$ cat src/hdl/periodic_task_scheduler_unit_defines.svh
// ---------------------------------------------------------------------------
// Periodic task scheduler assertion macros
// Checks sampled on the rising edge of clock, off while reset is high.
// ---------------------------------------------------------------------------
`ifndef PERIODIC_TASK_SCHEDULER_UNIT_DEFINES_SVH
`define PERIODIC_TASK_SCHEDULER_UNIT_DEFINES_SVH

// same-cycle implication
`define PTSU_ASSERT_IMP(lbl, ante, cons, msg) \
   lbl: assert property (@(posedge clock) disable iff (reset) (ante) |-> (cons)) \
      else $error(msg);

// next-cycle implication
`define PTSU_ASSERT_NXT(lbl, ante, cons, msg) \
   lbl: assert property (@(posedge clock) disable iff (reset) (ante) |=> (cons)) \
      else $error(msg);

`endif

$ cat src/hdl/ptsu_pkg.sv
`timescale 1ns / 1ps
// ---------------------------------------------------------------------------
// Periodic task scheduler package
// Sizes, item codes, controller states and controller/datapath bundles.
// ---------------------------------------------------------------------------
package ptsu_pkg;

   localparam int SLOTS      = 12;
   localparam int SLOT_IDX_W = (SLOTS > 1) ? $clog2(SLOTS) : 1;
   localparam int KIND_W     = 2;
   localparam int TAG_W      = 16;
   localparam int WORD_W     = 32;
   localparam int STATUS_W   = 2;
   localparam int SLOT_W     = 4;

   localparam logic [KIND_W-1:0] KIND_ADD  = 2'd0;
   localparam logic [KIND_W-1:0] KIND_TICK = 2'd1;
   localparam logic [KIND_W-1:0] KIND_RUN  = 2'd2;

   localparam logic [STATUS_W-1:0] STATUS_ADDED    = 2'd0;
   localparam logic [STATUS_W-1:0] STATUS_REJECTED = 2'd1;
   localparam logic [STATUS_W-1:0] STATUS_DUE      = 2'd2;
   localparam logic [STATUS_W-1:0] STATUS_NONE_DUE = 2'd3;

   typedef enum logic [2:0] {
      ST_IDLE,
      ST_ADD,
      ST_TICK,
      ST_RUN,
      ST_FLUSH
   } state_type;

   typedef struct packed {
      logic capture;
      logic add_step;
      logic tick_step;
      logic run_step;
      logic flush_step;
   } cmd_type;

   typedef struct packed {
      logic scan_last;
   } stat_type;

   // slot number as carried on the result port, modulo 16
   function automatic logic [SLOT_W-1:0] slot_field(input logic [SLOT_IDX_W-1:0] idx);
      logic [63:0] wide;
      wide = 64'(idx);
      return wide[SLOT_W-1:0];
   endfunction

endpackage

$ cat src/hdl/periodic_task_scheduler_unit.sv
// Add: the item is captured, checked in the add state and its result registered; busy for one cycle.
// Tick: one slot per cycle through the table port while busy; no result.
// Run: each due item is held until the next due slot is found; the last item (or the none-due
//   item) is registered from the flush state that follows the scan.
// Synchronous reset empties the table and sets the tick amount to one.
// Results are strobed for one cycle each; the receiver cannot stall.
`timescale 1ns / 1ps
`include "periodic_task_scheduler_unit_defines.svh"
// ---------------------------------------------------------------------------
// Periodic task scheduler unit
// Slot table of periodic tasks with add, tick and run-pending items.
// ---------------------------------------------------------------------------
module periodic_task_scheduler_unit (
   input  logic                          clock,
   input  logic                          reset,
   input  logic                          start,
   output logic                          busy,
   input  logic [ptsu_pkg::KIND_W-1:0]   req_kind,
   input  logic [ptsu_pkg::TAG_W-1:0]    req_task_tag,
   input  logic [ptsu_pkg::WORD_W-1:0]   req_task_argument,
   input  logic [ptsu_pkg::WORD_W-1:0]   req_period,
   input  logic                          csr_wr_en,
   input  logic [ptsu_pkg::WORD_W-1:0]   csr_wr_data,
   output logic                          rsp_valid,
   output logic [ptsu_pkg::STATUS_W-1:0] rsp_status,
   output logic [ptsu_pkg::SLOT_W-1:0]   rsp_slot,
   output logic [ptsu_pkg::TAG_W-1:0]    rsp_due_tag,
   output logic [ptsu_pkg::WORD_W-1:0]   rsp_due_argument,
   output logic                          rsp_last
);

   ptsu_pkg::cmd_type  cmd;
   ptsu_pkg::stat_type stat;
   logic               req_accept;
   logic               add_accept;
   logic               tick_accept;
   logic               add_result;
   logic               none_due_result;
   logic               none_due_clean;

   assign req_accept      = start && !busy;
   assign add_accept      = req_accept && (req_kind == ptsu_pkg::KIND_ADD);
   assign tick_accept     = req_accept && (req_kind == ptsu_pkg::KIND_TICK);
   assign add_result      = rsp_valid && ((rsp_status == ptsu_pkg::STATUS_ADDED) ||
                                          (rsp_status == ptsu_pkg::STATUS_REJECTED));
   assign none_due_result = rsp_valid && (rsp_status == ptsu_pkg::STATUS_NONE_DUE);
   assign none_due_clean  = rsp_last && (rsp_slot == '0) && (rsp_due_tag == '0);

   ptsu_ctrl u_ctrl (
      .clock    (clock),
      .reset    (reset),
      .start    (start),
      .req_kind (req_kind),
      .stat     (stat),
      .cmd      (cmd),
      .busy     (busy)
   );

   ptsu_datapath u_datapath (
      .clock             (clock),
      .reset             (reset),
      .cmd               (cmd),
      .stat              (stat),
      .req_task_tag      (req_task_tag),
      .req_task_argument (req_task_argument),
      .req_period        (req_period),
      .csr_wr_en         (csr_wr_en),
      .csr_wr_data       (csr_wr_data),
      .rsp_valid         (rsp_valid),
      .rsp_status        (rsp_status),
      .rsp_slot          (rsp_slot),
      .rsp_due_tag       (rsp_due_tag),
      .rsp_due_argument  (rsp_due_argument),
      .rsp_last          (rsp_last)
   );

   `PTSU_ASSERT_NXT(a_add_holds_busy, add_accept, busy, "add item did not hold busy")
   `PTSU_ASSERT_NXT(a_tick_silent, tick_accept, !rsp_valid, "result right after tick item")
   `PTSU_ASSERT_IMP(a_add_last, add_result, rsp_last, "add result without last")
   `PTSU_ASSERT_IMP(a_none_due_clean, none_due_result, none_due_clean, "malformed none-due item")

endmodule

$ cat src/hdl/ptsu_ctrl.sv
`timescale 1ns / 1ps
// ---------------------------------------------------------------------------
// Periodic task scheduler controller
// Sequences add, tick scan, run scan and run flush; drives busy.
// ---------------------------------------------------------------------------
module ptsu_ctrl (
   input  logic                        clock,
   input  logic                        reset,
   input  logic                        start,
   input  logic [ptsu_pkg::KIND_W-1:0] req_kind,
   input  ptsu_pkg::stat_type          stat,
   output ptsu_pkg::cmd_type           cmd,
   output logic                        busy
);

   ptsu_pkg::state_type state_ff;
   ptsu_pkg::state_type state_in;

   always_ff @(posedge clock) begin
      if (reset) begin
         state_ff <= ptsu_pkg::ST_IDLE;
      end else begin
         state_ff <= state_in;
      end
   end

   always_comb begin
      state_in = state_ff;
      unique case (state_ff)
         ptsu_pkg::ST_IDLE: begin
            if (start) begin
               unique case (req_kind)
                  ptsu_pkg::KIND_ADD:  state_in = ptsu_pkg::ST_ADD;
                  ptsu_pkg::KIND_TICK: state_in = ptsu_pkg::ST_TICK;
                  ptsu_pkg::KIND_RUN:  state_in = ptsu_pkg::ST_RUN;
                  default:             state_in = ptsu_pkg::ST_IDLE;
               endcase
            end
         end
         ptsu_pkg::ST_ADD:   state_in = ptsu_pkg::ST_IDLE;
         ptsu_pkg::ST_TICK: begin
            if (stat.scan_last) state_in = ptsu_pkg::ST_IDLE;
         end
         ptsu_pkg::ST_RUN: begin
            if (stat.scan_last) state_in = ptsu_pkg::ST_FLUSH;
         end
         ptsu_pkg::ST_FLUSH: state_in = ptsu_pkg::ST_IDLE;
         default:            state_in = ptsu_pkg::ST_IDLE;
      endcase
   end

   always_comb begin
      cmd.capture    = (state_ff == ptsu_pkg::ST_IDLE) && start;
      cmd.add_step   = (state_ff == ptsu_pkg::ST_ADD);
      cmd.tick_step  = (state_ff == ptsu_pkg::ST_TICK);
      cmd.run_step   = (state_ff == ptsu_pkg::ST_RUN);
      cmd.flush_step = (state_ff == ptsu_pkg::ST_FLUSH);
      busy           = (state_ff != ptsu_pkg::ST_IDLE);
   end

endmodule

$ cat src/hdl/ptsu_datapath.sv
`timescale 1ns / 1ps
// ---------------------------------------------------------------------------
// Periodic task scheduler datapath
// Slot table, scan index, tick register, pending due item and result register.
// ---------------------------------------------------------------------------
module ptsu_datapath (
   input  logic                          clock,
   input  logic                          reset,
   input  ptsu_pkg::cmd_type             cmd,
   output ptsu_pkg::stat_type            stat,
   input  logic [ptsu_pkg::TAG_W-1:0]    req_task_tag,
   input  logic [ptsu_pkg::WORD_W-1:0]   req_task_argument,
   input  logic [ptsu_pkg::WORD_W-1:0]   req_period,
   input  logic                          csr_wr_en,
   input  logic [ptsu_pkg::WORD_W-1:0]   csr_wr_data,
   output logic                          rsp_valid,
   output logic [ptsu_pkg::STATUS_W-1:0] rsp_status,
   output logic [ptsu_pkg::SLOT_W-1:0]   rsp_slot,
   output logic [ptsu_pkg::TAG_W-1:0]    rsp_due_tag,
   output logic [ptsu_pkg::WORD_W-1:0]   rsp_due_argument,
   output logic                          rsp_last
);

   localparam logic [ptsu_pkg::SLOT_IDX_W-1:0] LAST_IDX =
      ptsu_pkg::SLOT_IDX_W'(ptsu_pkg::SLOTS - 1);

   // slot table
   logic [ptsu_pkg::TAG_W-1:0]  tag_mem     [ptsu_pkg::SLOTS];
   logic [ptsu_pkg::WORD_W-1:0] arg_mem     [ptsu_pkg::SLOTS];
   logic [ptsu_pkg::WORD_W-1:0] per_mem     [ptsu_pkg::SLOTS];
   logic [ptsu_pkg::WORD_W-1:0] elapsed_mem [ptsu_pkg::SLOTS];
   logic [ptsu_pkg::SLOTS-1:0]  occ_ff;
   logic [ptsu_pkg::SLOTS-1:0]  occ_in;

   logic [ptsu_pkg::TAG_W-1:0]  rd_tag_ff;
   logic [ptsu_pkg::WORD_W-1:0] rd_arg_ff;
   logic [ptsu_pkg::WORD_W-1:0] rd_per_ff;
   logic [ptsu_pkg::WORD_W-1:0] rd_elapsed_ff;

   logic [ptsu_pkg::SLOT_IDX_W-1:0] idx_ff;
   logic [ptsu_pkg::SLOT_IDX_W-1:0] idx_in;

   logic [ptsu_pkg::TAG_W-1:0]  tag_ff;
   logic [ptsu_pkg::WORD_W-1:0] arg_ff;
   logic [ptsu_pkg::WORD_W-1:0] per_ff;
   logic [ptsu_pkg::WORD_W-1:0] tick_ff;

   logic                            pend_valid_ff;
   logic                            pend_valid_in;
   logic [ptsu_pkg::SLOT_IDX_W-1:0] pend_slot_ff;
   logic [ptsu_pkg::TAG_W-1:0]      pend_tag_ff;
   logic [ptsu_pkg::WORD_W-1:0]     pend_arg_ff;

   logic                          rsp_valid_ff;
   logic                          rsp_valid_in;
   logic [ptsu_pkg::STATUS_W-1:0] rsp_status_ff;
   logic [ptsu_pkg::STATUS_W-1:0] rsp_status_in;
   logic [ptsu_pkg::SLOT_W-1:0]   rsp_slot_ff;
   logic [ptsu_pkg::SLOT_W-1:0]   rsp_slot_in;
   logic [ptsu_pkg::TAG_W-1:0]    rsp_tag_ff;
   logic [ptsu_pkg::TAG_W-1:0]    rsp_tag_in;
   logic [ptsu_pkg::WORD_W-1:0]   rsp_arg_ff;
   logic [ptsu_pkg::WORD_W-1:0]   rsp_arg_in;
   logic                          rsp_last_ff;
   logic                          rsp_last_in;

   logic [ptsu_pkg::SLOT_IDX_W-1:0] free_idx;
   logic                            free_found;
   logic                            add_ok;
   logic [ptsu_pkg::WORD_W:0]       tick_sum;
   logic [ptsu_pkg::WORD_W-1:0]     tick_sat;
   logic [ptsu_pkg::WORD_W-1:0]     run_diff;
   logic                            slot_due;
   logic                            cur_occ;

   // lowest free slot
   always_comb begin
      free_idx   = '0;
      free_found = 1'b0;
      for (int i = ptsu_pkg::SLOTS - 1; i >= 0; i--) begin
         if (!occ_ff[i]) begin
            free_idx   = ptsu_pkg::SLOT_IDX_W'(i);
            free_found = 1'b1;
         end
      end
   end

   assign add_ok   = free_found && (tag_ff != '0) && (per_ff != '0);
   assign cur_occ  = occ_ff[idx_ff];
   assign tick_sum = {1'b0, rd_elapsed_ff} + {1'b0, tick_ff};
   assign tick_sat = tick_sum[ptsu_pkg::WORD_W] ? '1 : tick_sum[ptsu_pkg::WORD_W-1:0];
   assign run_diff = rd_elapsed_ff - rd_per_ff;
   assign slot_due = cur_occ && (rd_elapsed_ff >= rd_per_ff);
   assign stat.scan_last = (idx_ff == LAST_IDX);

   // scan index; read port addressed one step ahead
   always_comb begin
      idx_in = idx_ff;
      if (cmd.capture) begin
         idx_in = '0;
      end else if ((cmd.tick_step || cmd.run_step) && (idx_ff != LAST_IDX)) begin
         idx_in = idx_ff + 1'b1;
      end
   end

   always_comb begin
      occ_in = occ_ff;
      if (cmd.add_step && add_ok) begin
         occ_in[free_idx] = 1'b1;
      end
   end

   always_comb begin
      pend_valid_in = pend_valid_ff;
      rsp_valid_in  = 1'b0;
      rsp_status_in = rsp_status_ff;
      rsp_slot_in   = rsp_slot_ff;
      rsp_tag_in    = rsp_tag_ff;
      rsp_arg_in    = rsp_arg_ff;
      rsp_last_in   = rsp_last_ff;
      priority if (cmd.capture) begin
         pend_valid_in = 1'b0;
      end else if (cmd.add_step) begin
         rsp_valid_in  = 1'b1;
         rsp_status_in = add_ok ? ptsu_pkg::STATUS_ADDED : ptsu_pkg::STATUS_REJECTED;
         rsp_slot_in   = add_ok ? ptsu_pkg::slot_field(free_idx) : '0;
         rsp_tag_in    = '0;
         rsp_arg_in    = '0;
         rsp_last_in   = 1'b1;
      end else if (cmd.run_step) begin
         if (slot_due) begin
            pend_valid_in = 1'b1;
            if (pend_valid_ff) begin
               rsp_valid_in  = 1'b1;
               rsp_status_in = ptsu_pkg::STATUS_DUE;
               rsp_slot_in   = ptsu_pkg::slot_field(pend_slot_ff);
               rsp_tag_in    = pend_tag_ff;
               rsp_arg_in    = pend_arg_ff;
               rsp_last_in   = 1'b0;
            end
         end
      end else if (cmd.flush_step) begin
         pend_valid_in = 1'b0;
         rsp_valid_in  = 1'b1;
         rsp_last_in   = 1'b1;
         if (pend_valid_ff) begin
            rsp_status_in = ptsu_pkg::STATUS_DUE;
            rsp_slot_in   = ptsu_pkg::slot_field(pend_slot_ff);
            rsp_tag_in    = pend_tag_ff;
            rsp_arg_in    = pend_arg_ff;
         end else begin
            rsp_status_in = ptsu_pkg::STATUS_NONE_DUE;
            rsp_slot_in   = '0;
            rsp_tag_in    = '0;
            rsp_arg_in    = '0;
         end
      end
   end

   always_ff @(posedge clock) begin
      if (reset) begin
         occ_ff        <= '0;
         idx_ff        <= '0;
         tick_ff       <= ptsu_pkg::WORD_W'(1);
         pend_valid_ff <= 1'b0;
         rsp_valid_ff  <= 1'b0;
      end else begin
         occ_ff        <= occ_in;
         idx_ff        <= idx_in;
         pend_valid_ff <= pend_valid_in;
         rsp_valid_ff  <= rsp_valid_in;
         if (csr_wr_en) begin
            tick_ff <= (csr_wr_data == '0) ? ptsu_pkg::WORD_W'(1) : csr_wr_data;
         end
      end
   end

   always_ff @(posedge clock) begin
      if (cmd.capture) begin
         tag_ff <= req_task_tag;
         arg_ff <= req_task_argument;
         per_ff <= req_period;
      end
      if (cmd.run_step && slot_due) begin
         pend_slot_ff <= idx_ff;
         pend_tag_ff  <= rd_tag_ff;
         pend_arg_ff  <= rd_arg_ff;
      end
      rsp_status_ff <= rsp_status_in;
      rsp_slot_ff   <= rsp_slot_in;
      rsp_tag_ff    <= rsp_tag_in;
      rsp_arg_ff    <= rsp_arg_in;
      rsp_last_ff   <= rsp_last_in;
   end

   // table write port
   always_ff @(posedge clock) begin
      if (cmd.add_step && add_ok) begin
         tag_mem[free_idx]     <= tag_ff;
         arg_mem[free_idx]     <= arg_ff;
         per_mem[free_idx]     <= per_ff;
         elapsed_mem[free_idx] <= '0;
      end else if (cmd.tick_step && cur_occ) begin
         elapsed_mem[idx_ff] <= tick_sat;
      end else if (cmd.run_step && slot_due) begin
         elapsed_mem[idx_ff] <= run_diff;
      end
   end

   // table read port
   always_ff @(posedge clock) begin
      rd_tag_ff     <= tag_mem[idx_in];
      rd_arg_ff     <= arg_mem[idx_in];
      rd_per_ff     <= per_mem[idx_in];
      rd_elapsed_ff <= elapsed_mem[idx_in];
   end

   assign rsp_valid        = rsp_valid_ff;
   assign rsp_status       = rsp_status_ff;
   assign rsp_slot         = rsp_slot_ff;
   assign rsp_due_tag      = rsp_tag_ff;
   assign rsp_due_argument = rsp_arg_ff;
   assign rsp_last         = rsp_last_ff;

endmodule

$ cat config.mk
export PLATFORM = sky130hd
export DESIGN_NAME = periodic_task_scheduler_unit
export DESIGN_NICKNAME = d
export VERILOG_FILES = /design/src/hdl/ptsu_pkg.sv /design/src/hdl/periodic_task_scheduler_unit.sv /design/src/hdl/ptsu_ctrl.sv /design/src/hdl/ptsu_datapath.sv
export VERILOG_INCLUDE_DIRS = /design/src /design/src/hdl
export SDC_FILE = /design/constraint.sdc
export NUM_CORES = 2
export LEC_CHECK = 0
export BUFFER_PORTS_ARGS = -buffer_cell sky130_fd_sc_hd__buf_2
export CAP_MARGIN = 15
export CORE_ASPECT_RATIO = 1.5
export CORE_MARGIN = 5
export CORE_UTILIZATION = 56
export DETAILED_ROUTE_END_ITERATION = 10
export PLACE_DENSITY = 0.81
export SYNTH_ARGS = -nofsm -noshare
export SYNTH_HDL_FRONTEND = slang
export SYNTH_SLANG_ARGS = --single-unit
$ cat constraint.sdc
create_clock -name clock -period 5.5 [get_ports clock]
set_input_delay 0.55 -clock clock [delete_from_list [all_inputs] [get_ports clock]]
set_output_delay 0.55 -clock clock [all_outputs]
set_load 0.02 [all_outputs]
==> flow_metrics.tcl <==
set metrics [dict create \
    status "finished, final reports clean" \
    wl_um 171300 \
    fin_nets 5601 \
    synth_area_per_cell_um2 12.93 \
    path_clk_slew_ns 0.07 \
    wl_per_cell_um 24.07 \
    netlist_top_cells_count "edfxtp_1, nand2_1, nand3_1" \
    cts.path.max_buffers 3 \
    setup_viol 0 \
    clock-sinks 1696 \
    yosysMostFrequentCell "edfxtp_1" \
    dr.first_iter.drc_count 5487 \
    drc 0 \
    htreeDepth 4 \
    reg2reg_depth 12 \
    portBuffers 174 \
    synthTopCellsByArea "edfxtp_1, nand2_1, dfxtp_1" \
    synth_area_um2 67250 \
    gr-total-overflow 0 \
    detail-route-antenna-nets 0 \
    fin_skew_ns 0.05235 \
    cts_resized 0 \
    start_util_pct 56.47 \
    cp.required_ns 5.93 \
    maxSlewHeadroom_pct 20.83 \
    synthesis.nets 5390 \
    seq_area_frac_synth_pct 73.28 \
    ys_warn_count 0 \
    antenna_found_initial 9 \
    cp_slowest_cell "mux2i_1" \
    period_share_pct 79.16 \
    synth_top_area_cell "edfxtp_1" \
    grt_max_degree 160 \
    synthFlopType "edfxtp_1" \
    power_leakage_nw 27.18 \
    grt_first_pass_wirelength_um 254100 \
    grt_pass1_vias 43225 \
    fin_crit_ns 4.354 \
    dr.pass1.iters 6 \
    viasPerCell 6.187 \
    crit_chain "inv_1 -> ha_1 -> and2_1 -> and3_1 -> nand2_1 -> o21ai_0 -> o21a_1 -> o211ai_1 -> o21ai_1 -> mux2i_1 -> nor2_4 -> buf_4" \
    fmax_mhz 229.7 \
    cts_inserted_buffers 149 \
    arrival_ns 4.78 \
    tns_ns 0 \
    via_count 44023 \
    gp_congestion 0.9564 \
    hpwl_um 97820 \
    cts_tree "yes" \
    fin_util_pct 64.03 \
    die_x_um 292.9 \
    crit_path_max_incr_delay_ns 0.86 \
    hold_class "input port to register" \
    async_flop_share_pct 0 \
    grt_usage_pct 26.25 \
    hold_violations 0 \
    slew_violations 0 \
    reg2reg_from "u_datapath.rd_per_ff[24]" \
    ys_types 79 \
    worst-path-max-fanout 32 \
    dieHeight_um 434.4 \
    coreArea_um2 119100 \
    root_buffer "clkbuf_16" \
    power.density_nw_per_um2 364.1 \
    cp-endpoint "u_datapath.elapsed_mem[0][12]" \
    synth_seq_cells 1696 \
    rsz0062_at_grt "no" \
    worst_setup_path_end_kind "register" \
    drv_cap 0 \
    finalPower_mw 27.76 \
    row_count 155 \
    criticalPathCategory "register to register" \
    worstMarginPinSlew_ns 1.188 \
    synth_top_area_share_pct 68.36 \
    timing.rr.end "u_datapath.elapsed_mem[0][12]" \
    dieArea_um2 127300 \
    startpoint "u_datapath.rd_per_ff[24]" \
    netlist_instances 5202 \
    syn_to_final_growth_pct 13.37 \
    clk_latency_ns 0.80 \
    startpoint_type "register" \
    ir_worst_vdd_mv 0.3099 \
    synth-edff-count 1531 \
    r2r_slack_ns 1.15 \
    layout-drive-gt1-share_pct 10.76 \
    ios 175 \
]
[per-layer routing]
| metal | vias up | track usage, % | share of wire [%] |
|---|---|---|---|
| met5 | - | 0 | 0.0041 |
| met4 | 2 | 13.23 | 5.3 |
| met3 | 475 | 4.308 | 9.8 |
| met2 | 2771 | 45.08 | 50 |
| met1 | 21373 | 32.46 | 35 |
| li1 | 19402 | - | - |
[critical path, delay by kind of cell (launching register included)]
| family | cells | cell delay (ns) |
|---|---|---|
| AOI/OAI and AO/OA | 4 | 1.21 |
| muxes | 1 | 0.86 |
| buffers and inverters | 2 | 0.51 |
| DFF | 1 | 0.50 |
| and+or+nand+nor | 4 | 0.49 |
| adders and majority gates | 1 | 0.37 |
[layout by cell type, fill, tap and decap left out, drive strengths merged, types with 29 or more instances in the layout]
cell type,n
and3,110
a311oi,105
nand3,501
nor2,116
clkinv,46
xnor2,29
edfxtp,1531
a21o,37
a21oi,296
o21ai,30
buf,275
dfxtp,165
nand2,1402
a31oi,125
clkbuf,192
mux2i,37
inv,64
xor2,31
and2,51
dlygate4sd3,90
ha,68
[sequential cells by signal, indices dropped and copies added (netlist names), 2 cells and up]
name / flops
u_datapath.rd_per_ff: 32
u_datapath.elapsed_mem: 384
u_datapath.tag_ff: 16
u_datapath.arg_ff: 32
u_datapath.occ_ff: 12
u_datapath.pend_arg_ff: 32
u_datapath.rsp_due_tag: 16
u_datapath.rsp_status: 2
u_datapath.rd_tag_ff: 16
u_datapath.tick_ff: 32
u_datapath.per_mem: 384
u_datapath.rd_arg_ff: 32
u_datapath.rsp_slot: 4
u_datapath.tag_mem: 192
u_ctrl.state_ff: 3
u_datapath.pend_tag_ff: 16
u_datapath.arg_mem: 384
u_datapath.rsp_due_argument: 32
u_datapath.idx_ff: 4
u_datapath.rd_elapsed_ff: 32
u_datapath.per_ff: 32
u_datapath.pend_slot_ff: 4
[worst min path at each step]
stage	startpoint	endpoint	slack, ns	cells after the start
CTS	req_task_tag[0]	u_datapath.tag_ff[0]	0.002	1
finish	csr_wr_data[17]	u_datapath.tick_ff[17]	0.03	3
global placement	u_datapath.rd_arg_ff[4]	u_datapath.pend_arg_ff[4]	0.39	0
floorplan	u_datapath.rd_arg_ff[0]	u_datapath.pend_arg_ff[0]	0.39	0
detailed placement	u_datapath.rd_arg_ff[13]	u_datapath.pend_arg_ff[13]	0.39	0
global route	req_task_tag[0]	u_datapath.tag_ff[0]	0.005	1
[per-stage QoR]
stage | instance area (µm²) | worst slack (ns) | hold WS [ns] | std cells
after global placement | 70030 | 1.216 | 0.3872 | 6741
after global routing | 76230 | 0.9937 | 0.004953 | 7110
after CTS | 76220 | 1.050 | 0.001686 | 7108
final | 76240 | 1.146 | 0.03324 | 7115
after detailed placement | 70030 | 1.047 | 0.3887 | 6741
after floorplan | 67250 | 0.1710 | 0.3855 | 5202
[repair_timing]
action,CTS,global route
setup endpoints to repair,0,0
endpoints found under the hold margin,90,0
buffers inserted,0,0
hold buffers,90,0
[layout make-up]
cell class | count | area [µm²]
inverters | 56 | 212.7
flip-flops and latches | 1696 | 49280
clock buffers | 192 | 4021
repair buffers | 365 | 2865
clock inverters | 85 | 1264
multi-input cells | 3145 | 16620
well taps | 1570 | 1964
diodes | 6 | 15.01
fillers | 8063 | 42840
[cells by family after synthesis]
kind of cell | synth area share, %
xor+xnor | 0.7814
fa+ha+maj | 1.325
flops | 73.28
buf+inv | 2.374
simple gates | 14.72
mux | 0.6512
compound gates | 6.869
[power by group]
group	switching [mW]	total [mW]	internal, mW
clock network	4.75	11.1	6.36
registers	0.264	14.5	14.3
logic	1.38	2.11	0.731
total	6.40	27.8	21.4
Note: power is estimated with default switching activity, not from simulation.
